## src/hdl/bounded_distance_transform_2d_assert.svh

```systemverilog
// assertion macros for the bounded distance transform
`ifndef BOUNDED_DISTANCE_TRANSFORM_2D_ASSERT_SVH
`define BOUNDED_DISTANCE_TRANSFORM_2D_ASSERT_SVH
`ifndef SYNTHESIS
`define BDT_ASSERT_IMPL(label, clk, rst_n, prop, msg) \
  label: assert property (@(posedge clk) disable iff (!rst_n) prop) else $error(msg);
`define BDT_ASSERT_NEVER(label, clk, rst_n, cond, msg) \
  label: assert property (@(posedge clk) disable iff (!rst_n) !(cond)) else $error(msg);
`else
`define BDT_ASSERT_IMPL(label, clk, rst_n, prop, msg)
`define BDT_ASSERT_NEVER(label, clk, rst_n, cond, msg)
`endif
`endif

```

## src/hdl/bdt_pkg.sv

```systemverilog
// shared types and constants for the bounded distance transform
`timescale 1ns / 1ps
package bdt_pkg;
  localparam int unsigned ScoreW = 32;
  localparam int unsigned IdxW = 6;
  localparam int unsigned DimW = 7;
  localparam int unsigned CfgIdxW = 3;

  typedef enum logic [CfgIdxW-1:0] {
    CFG_ROWS = 3'd0,
    CFG_COLS = 3'd1,
    CFG_AX   = 3'd2,
    CFG_BX   = 3'd3,
    CFG_AY   = 3'd4,
    CFG_BY   = 3'd5
  } cfg_idx_e;

  typedef struct packed {
    logic                     kind;
    logic signed [ScoreW-1:0] score;
  } in_beat_t;

  typedef struct packed {
    logic signed [ScoreW-1:0] value;
    logic [IdxW-1:0]          col_index;
    logic [IdxW-1:0]          row_index;
    logic                     last;
    logic                     not_ready;
  } out_beat_t;

  function automatic logic signed [ScoreW-1:0] sat32(input logic signed [65:0] v);
    logic signed [65:0] hi;
    logic signed [65:0] lo;
    hi = 66'sd2147483647;
    lo = -66'sd2147483648;
    if (v > hi) sat32 = 32'sh7fffffff;
    else if (v < lo) sat32 = 32'sh80000000;
    else sat32 = v[ScoreW-1:0];
  endfunction
endpackage

```

## src/hdl/bdt_cand.sv

```systemverilog
// candidate cost unit: v - a*d*d - b*d, two register stages
`timescale 1ns / 1ps
module bdt_cand import bdt_pkg::*; #(
  parameter int unsigned DW = 5
) (
  input  logic                     clk_i,
  input  logic signed [ScoreW-1:0] v_i,
  input  logic signed [DW-1:0]     d_i,
  input  logic signed [ScoreW-1:0] a_i,
  input  logic signed [ScoreW-1:0] b_i,
  output logic signed [65:0]       cand_o
);
  logic signed [2*DW-1:0] dd;
  logic signed [ScoreW+2*DW-1:0] pa_q, pb_q;
  logic signed [ScoreW-1:0] v_q;
  assign dd = d_i * d_i;
  always_ff @(posedge clk_i) begin
    pa_q <= a_i * dd;
    pb_q <= b_i * d_i;
    v_q  <= v_i;
  end
  always_ff @(posedge clk_i) begin
    cand_o <= 66'(v_q) - 66'(pa_q) - 66'(pb_q);
  end
endmodule

```

## config.mk

```make
export PLATFORM = sky130hd
export DESIGN_NAME = bdt_cand
export DESIGN_NICKNAME = d
export VERILOG_FILES = /design/src/hdl/bounded_distance_transform_2d_assert.svh /design/src/hdl/bdt_pkg.sv /design/src/hdl/bdt_cand.sv
export SDC_FILE = /design/constraint.sdc
export NUM_CORES = 1
export LEC_CHECK = 0
export BUFFER_PORTS_ARGS = -buffer_cell sky130_fd_sc_hd__buf_2
export CAP_MARGIN = 15
export CORE_ASPECT_RATIO = 0.6
export CORE_MARGIN = 3
export CORE_UTILIZATION = 35
export DETAILED_ROUTE_END_ITERATION = 10
export PLACE_DENSITY = 0.5
export SLEW_MARGIN = 25
export SYNTH_ARGS = -nofsm -noshare
export SYNTH_HDL_FRONTEND = slang
export SYNTH_SLANG_ARGS = --single-unit
```

## constraint.sdc

```tcl
create_clock -name clk_i -period 24 [get_ports clk_i]
set_input_delay 4.8 -clock clk_i [delete_from_list [all_inputs] [get_ports clk_i]]
set_output_delay 4.8 -clock clk_i [all_outputs]
set_load 0.05 [all_outputs]
```

# ---- After elaboration in Yosys (flattened, before gate mapping)
# Index checks and enable logic that the tools add are counted.
dict set report classes {
  n_addsub 2
  n_mul 3
  n_div 0
  magnitude_cmp 0
  eq_ne 0
  n_shift 0
  muxes 0
  n_bitwise 0
  reduce_logical 0
}
# cell count
set ops {}
lappend ops {{subtractor 43 x 37 -> 44 bit} 1}
lappend ops {{subtractor 32 x 42 -> 43 bit} 1}
lappend ops {{multiplier 32 x 10 -> 42 bit} 1}
lappend ops {{multiplier 32 x 5 -> 37 bit} 1}
lappend ops {{multiplier 5 x 5 -> 10 bit} 1}
dict set report word_totals {
  ff_bits 155
  latch_bits 0
  mem_bits_rw 0
  rom_bits 0
  in_bits 102
  out_inout_bits 66
  wordCells 9
  n_memories 0
}

# ---- Depth between registers and ports, before layout
dict set report depth {
  word_depth 2
  mapped_depth 35
  ltp_nobuf 33
}

# ---- Worst setup path before layout
# No wires, ideal clock.
dict set report synth_timing {
  path_kind {input -> register}
  start {input port d_i[3]}
  end {register pa_q[39]}
  setup_time_ns 0.103
  arrival_time_ns 13.362
  required_ns 23.897
  setup_slack_ns 10.534
  cell_stages 33
  path_buffers 3
  path_cell_list {clkbuf_1 > clkbuf_1 > inv_1 > ha_1 > fa_1 > inv_1 > fa_1 > fa_1 > inv_1 > ha_1 > inv_1 > o21bai_1 > a21oi_1 > xnor2_1 > clkbuf_1 > nor2_1 > fa_1 > inv_1 > fa_1 > fa_1 > fa_1 > fa_1 > inv_1 > ha_1 > a2111oi_0 > o21ai_0 > nand3b_1 > o311ai_4 > o41ai_2 > o31a_4 > o31ai_4 > mux2i_1 > a2111oi_2}
}
dict set report synth_between {
  elab_chain_cells 2
}
# element line_no
set synth_lines {}
lappend synth_lines {{start: declaration} bdt_cand.sv:8} ;# input logic signed [DW-1:0] d_i,
lappend synth_lines {{multiplier 5 x 5 -> 10 bit} bdt_cand.sv:16} ;# assign dd = d_i * d_i;
lappend synth_lines {{multiplier 32 x 10 -> 42 bit} bdt_cand.sv:18} ;# pa_q <= a_i * dd;
lappend synth_lines {{end signal: assignment} bdt_cand.sv:18}
lappend synth_lines {{end: declaration} bdt_cand.sv:14} ;# logic signed [ScoreW+2*DW-1:0] pa_q, pb_q;
# No other way between the ends.

# ---- Worst setup path in the final report
dict set report layout_timing {
  start {input port d_i[0]}
  end {register pa_q[39]}
}
# Same word-level chain as after synthesis.

==> flow_metrics.tcl <==
set metrics [dict create \
    netlist_instances 2514 \
    post_drt_via_cell_ratio 4.76 \
    crit_required_ns 24.34 \
    post_synth_mux_area_share 0.000429 \
    cts-htree-levels 4 \
    final_hold_viol_count 0 \
    i_o_pins 168 \
    critPathTopFamily "adder cells" \
    status "finished, final reports clean" \
    arrival_ns 14.69 \
    hold_class "flop to flop" \
    synth_largest_type_area_fraction 0.331 \
    cts.path.max_buffers 2 \
    cts.repair.resized 0 \
    synth_async_sr_flop_share 0 \
    die_width_um 339 \
    wl_per_cell_um 17.8 \
    post-route-period-util 0.598 \
    globalRouteTotalUtil 0.186 \
    yosys_register_bits 155 \
    post_dp_cell_area_mm2 0.0250 \
    design_area_mm2 0.0256 \
    initialDrtViolationCount 1002 \
    netlist_area_mm2 0.0233 \
    timing.critical_path.buf_inv 7 \
    area_delta_synth_final_pct 9.73 \
    worst_setup_hold_path_clk_slew_ns 0.06 \
    synth_area_per_cell_um2 9.28 \
    drt_wl_total_um 62800 \
    critical_path.startpoint "d_i[0]" \
    normalized_max_slew_margin 0.337 \
    grt_pass1_vias 17800 \
    finalSetupTns_ns 0 \
    post_cts_hold_buffer_count 0 \
    finalHoldWorstSlack_ns 0.636 \
    route.vias.total 16800 \
    grt_setup_unrepaired "no" \
    worstSkewPairLatency_ns 0.43 \
    numClockSinks 155 \
    startpoint_type "input port" \
    critical_path.reg2reg.startpoint "v_q[0]$_DFF_P_" \
    critical_path.max_stage_delay_ns 0.55 \
    synth_fp_nets 3250 \
    synth_ff_type "sky130_fd_sc_hd__dfxtp_1" \
    critPathCaptureType "flop" \
    antenna_violations_before_repair 9 \
    synthAdderAreaFrac 0.464 \
    number_of_synthesized_flops_with_an_enable_pin 0 \
    drive_above_1_share 0.0953 \
    synth.distinct_cells 74 \
    cts_root_buf "sky130_fd_sc_hd__clkbuf_16" \
    firstDrtPassIters 5 \
    cts_inserted_buffers 17 \
    gp_congestion 0.885 \
    setup_viol 0 \
    remaining_design_rule_violation_count 0 \
    aggregate_global_routing_overflow 0 \
    cts_setup_buffers 0 \
    netlist.top_cell.by_area "sky130_fd_sc_hd__fa_1" \
    worstMarginPinSlew_ns 0.995 \
    start_util 0.358 \
    grt_max_degree 72 \
    synth.yosys.seq_area_share 0.133 \
    peak_freq_mhz 69.7 \
    timing.critical_path.fanout_max 71 \
    clock_tree_from_tritoncts "done" \
    dominant_combinational_cell_family_by_area_after_synthesis "adder cells" \
    hp-start "v_q[1]$_DFF_P_" \
    fillCellCount 6639 \
    post_synth_and_or_nand_nor_area_fraction 0.156 \
    share_of_the_synthesized_netlist_area_taken_by_xor_and_xnor_gates 0.0477 \
    io_buffers 167 \
    post_layout_net_count 3358 \
    synthesis.yosys.warnings 0 \
    dieArea_mm2 0.0699 \
    synth-compound-area-share 0.0986 \
    die_y_um 206 \
    post_synth_main_area_contributors "sky130_fd_sc_hd__fa_1, sky130_fd_sc_hd__dfxtp_1, sky130_fd_sc_hd__ha_1" \
    max-cap-violations 0 \
    worst_path_max_delay_cell "sky130_fd_sc_hd__buf_4" \
    crit_type "input port to flop" \
    grt_first_pass_wirelength_um 101000 \
    core_area_mm2 0.0652 \
    hpwlAfterDp_um 53700 \
    final.min_clock_period_ns 14.35 \
    slew_violations 0 \
    worst_clock_skew_ns 0.0112 \
    std_cell_rows 72 \
    drtAntennaViolNets 0 \
    critical-path-top-cell-by-count "sky130_fd_sc_hd__fa_1" \
    post-route-util 0.392 \
]
Yosys cell counts, drive strengths merged, types with 4 or more instances:
| master | n |
|---|---|
| nor2b | 15 |
| nand4 | 17 |
| nand3 | 22 |
| fa | 386 |
| a221oi | 5 |
| a31oi | 13 |
| xor2 | 38 |
| nor4 | 5 |
| dfxtp | 155 |
| a21o | 70 |
| o31ai | 6 |
| xnor2 | 89 |
| and3 | 12 |
| clkbuf | 60 |
| o21ai | 55 |
| buf | 25 |
| a211o | 4 |
| ha | 248 |
| or3 | 4 |
| nand2 | 128 |
| o211ai | 7 |
| or2 | 10 |
| nor3 | 11 |
| inv | 502 |
| o21bai | 18 |
| and2 | 314 |
| a211oi | 10 |
| nor2 | 77 |
| o41ai | 4 |
| a31o | 5 |
| nand2b | 45 |
| o21a | 9 |
| a21oi | 109 |
cells by family after synthesis:
family          Yosys count
fa+ha+maj               634
simple gates            668
xor+xnor                127
flops                   155
mux                       1
compound gates          339
buf+inv                 590
metal layers:
| layer | track usage | share of wire |
|---|---|---|
| met5 | 0 | 0 |
| met3 | 0.0234 | 0.041 |
| met1 | 0.294 | 0.54 |
| met4 | 0.0200 | 0.0059 |
| met2 | 0.275 | 0.41 |
area by class of cell:
class	instances	area [um^2]	area share
Timing Repair Buffer	177	911	0.0356
Tap cell	888	1110	0.0434
Antenna cell	2	5.00	0.000196
Clock buffer	19	433	0.0169
Multi-Input combinational cell	1769	18000	0.701
Sequential cell	155	3100	0.121
Inverter	502	1880	0.0736
Clock inverter	13	193	0.00753
worst reg2reg max path: stages, from the launching register on:
cell and delay [ns]:
sky130_fd_sc_hd__dfxtp_1 0.39, sky130_fd_sc_hd__fa_1 0.54, sky130_fd_sc_hd__inv_1 0.05, sky130_fd_sc_hd__ha_1 0.18, sky130_fd_sc_hd__or2_2 0.31, sky130_fd_sc_hd__fa_1 0.46
sky130_fd_sc_hd__a21o_1 0.21, sky130_fd_sc_hd__a221oi_2 0.38, sky130_fd_sc_hd__a21oi_2 0.19, sky130_fd_sc_hd__a32oi_2 0.33, sky130_fd_sc_hd__o21ai_2 0.19, sky130_fd_sc_hd__a211o_1 0.43
sky130_fd_sc_hd__a31oi_1 0.31, sky130_fd_sc_hd__o21ai_0 0.14, sky130_fd_sc_hd__xor2_1 0.18
registers in the layout, summed over array words and instances (netlist names):
signal	count
cand_o	44
pa_q	42
pb_q	37
v_q	32
cells in the final DEF, fill, tap and decap left out, drive strengths merged, types with 6 or more instances in the layout:
cell	instances
a211oi	10
a21o	70
a21oi	109
a31oi	13
and2	314
and3	12
buf	177
clkbuf	19
dfxtp	155
fa	386
ha	248
inv	504
nand2	128
nand2b	45
nand3	22
nand4	17
nor2	77
nor2b	15
nor3	11
o211ai	7
o21a	9
o21ai	55
o21bai	18
o31ai	6
or2	10
xnor2	89
xor2	38
per-stage QoR:
step / cells / setup WS [ns]
after floorplan: 2514 / 10.53
after global placement: 3491 / 9.28
after detailed placement: 3491 / 9.15
after CTS: 3523 / 9.62
after global routing: 3523 / 8.86
final: 3525 / 9.65
worst paths after layout:
| check | to | slack [ns] | cells after the start |
|---|---|---|---|
| worst max-delay path | pa_q[39]$_DFF_P_ | 9.65 | 34 |
| worst min-delay path | cand_o[0]$_DFF_P_ | 0.64 | 1 |
| worst max register to register | cand_o[38]$_DFF_P_ | 19.60 | 14 |
| worst min register to register | cand_o[0]$_DFF_P_ | 0.64 | 1 |
Power is left out: the tool's default activity adds up to more than one toggle a clock period on the data nets, which glitch-free logic cannot reach.
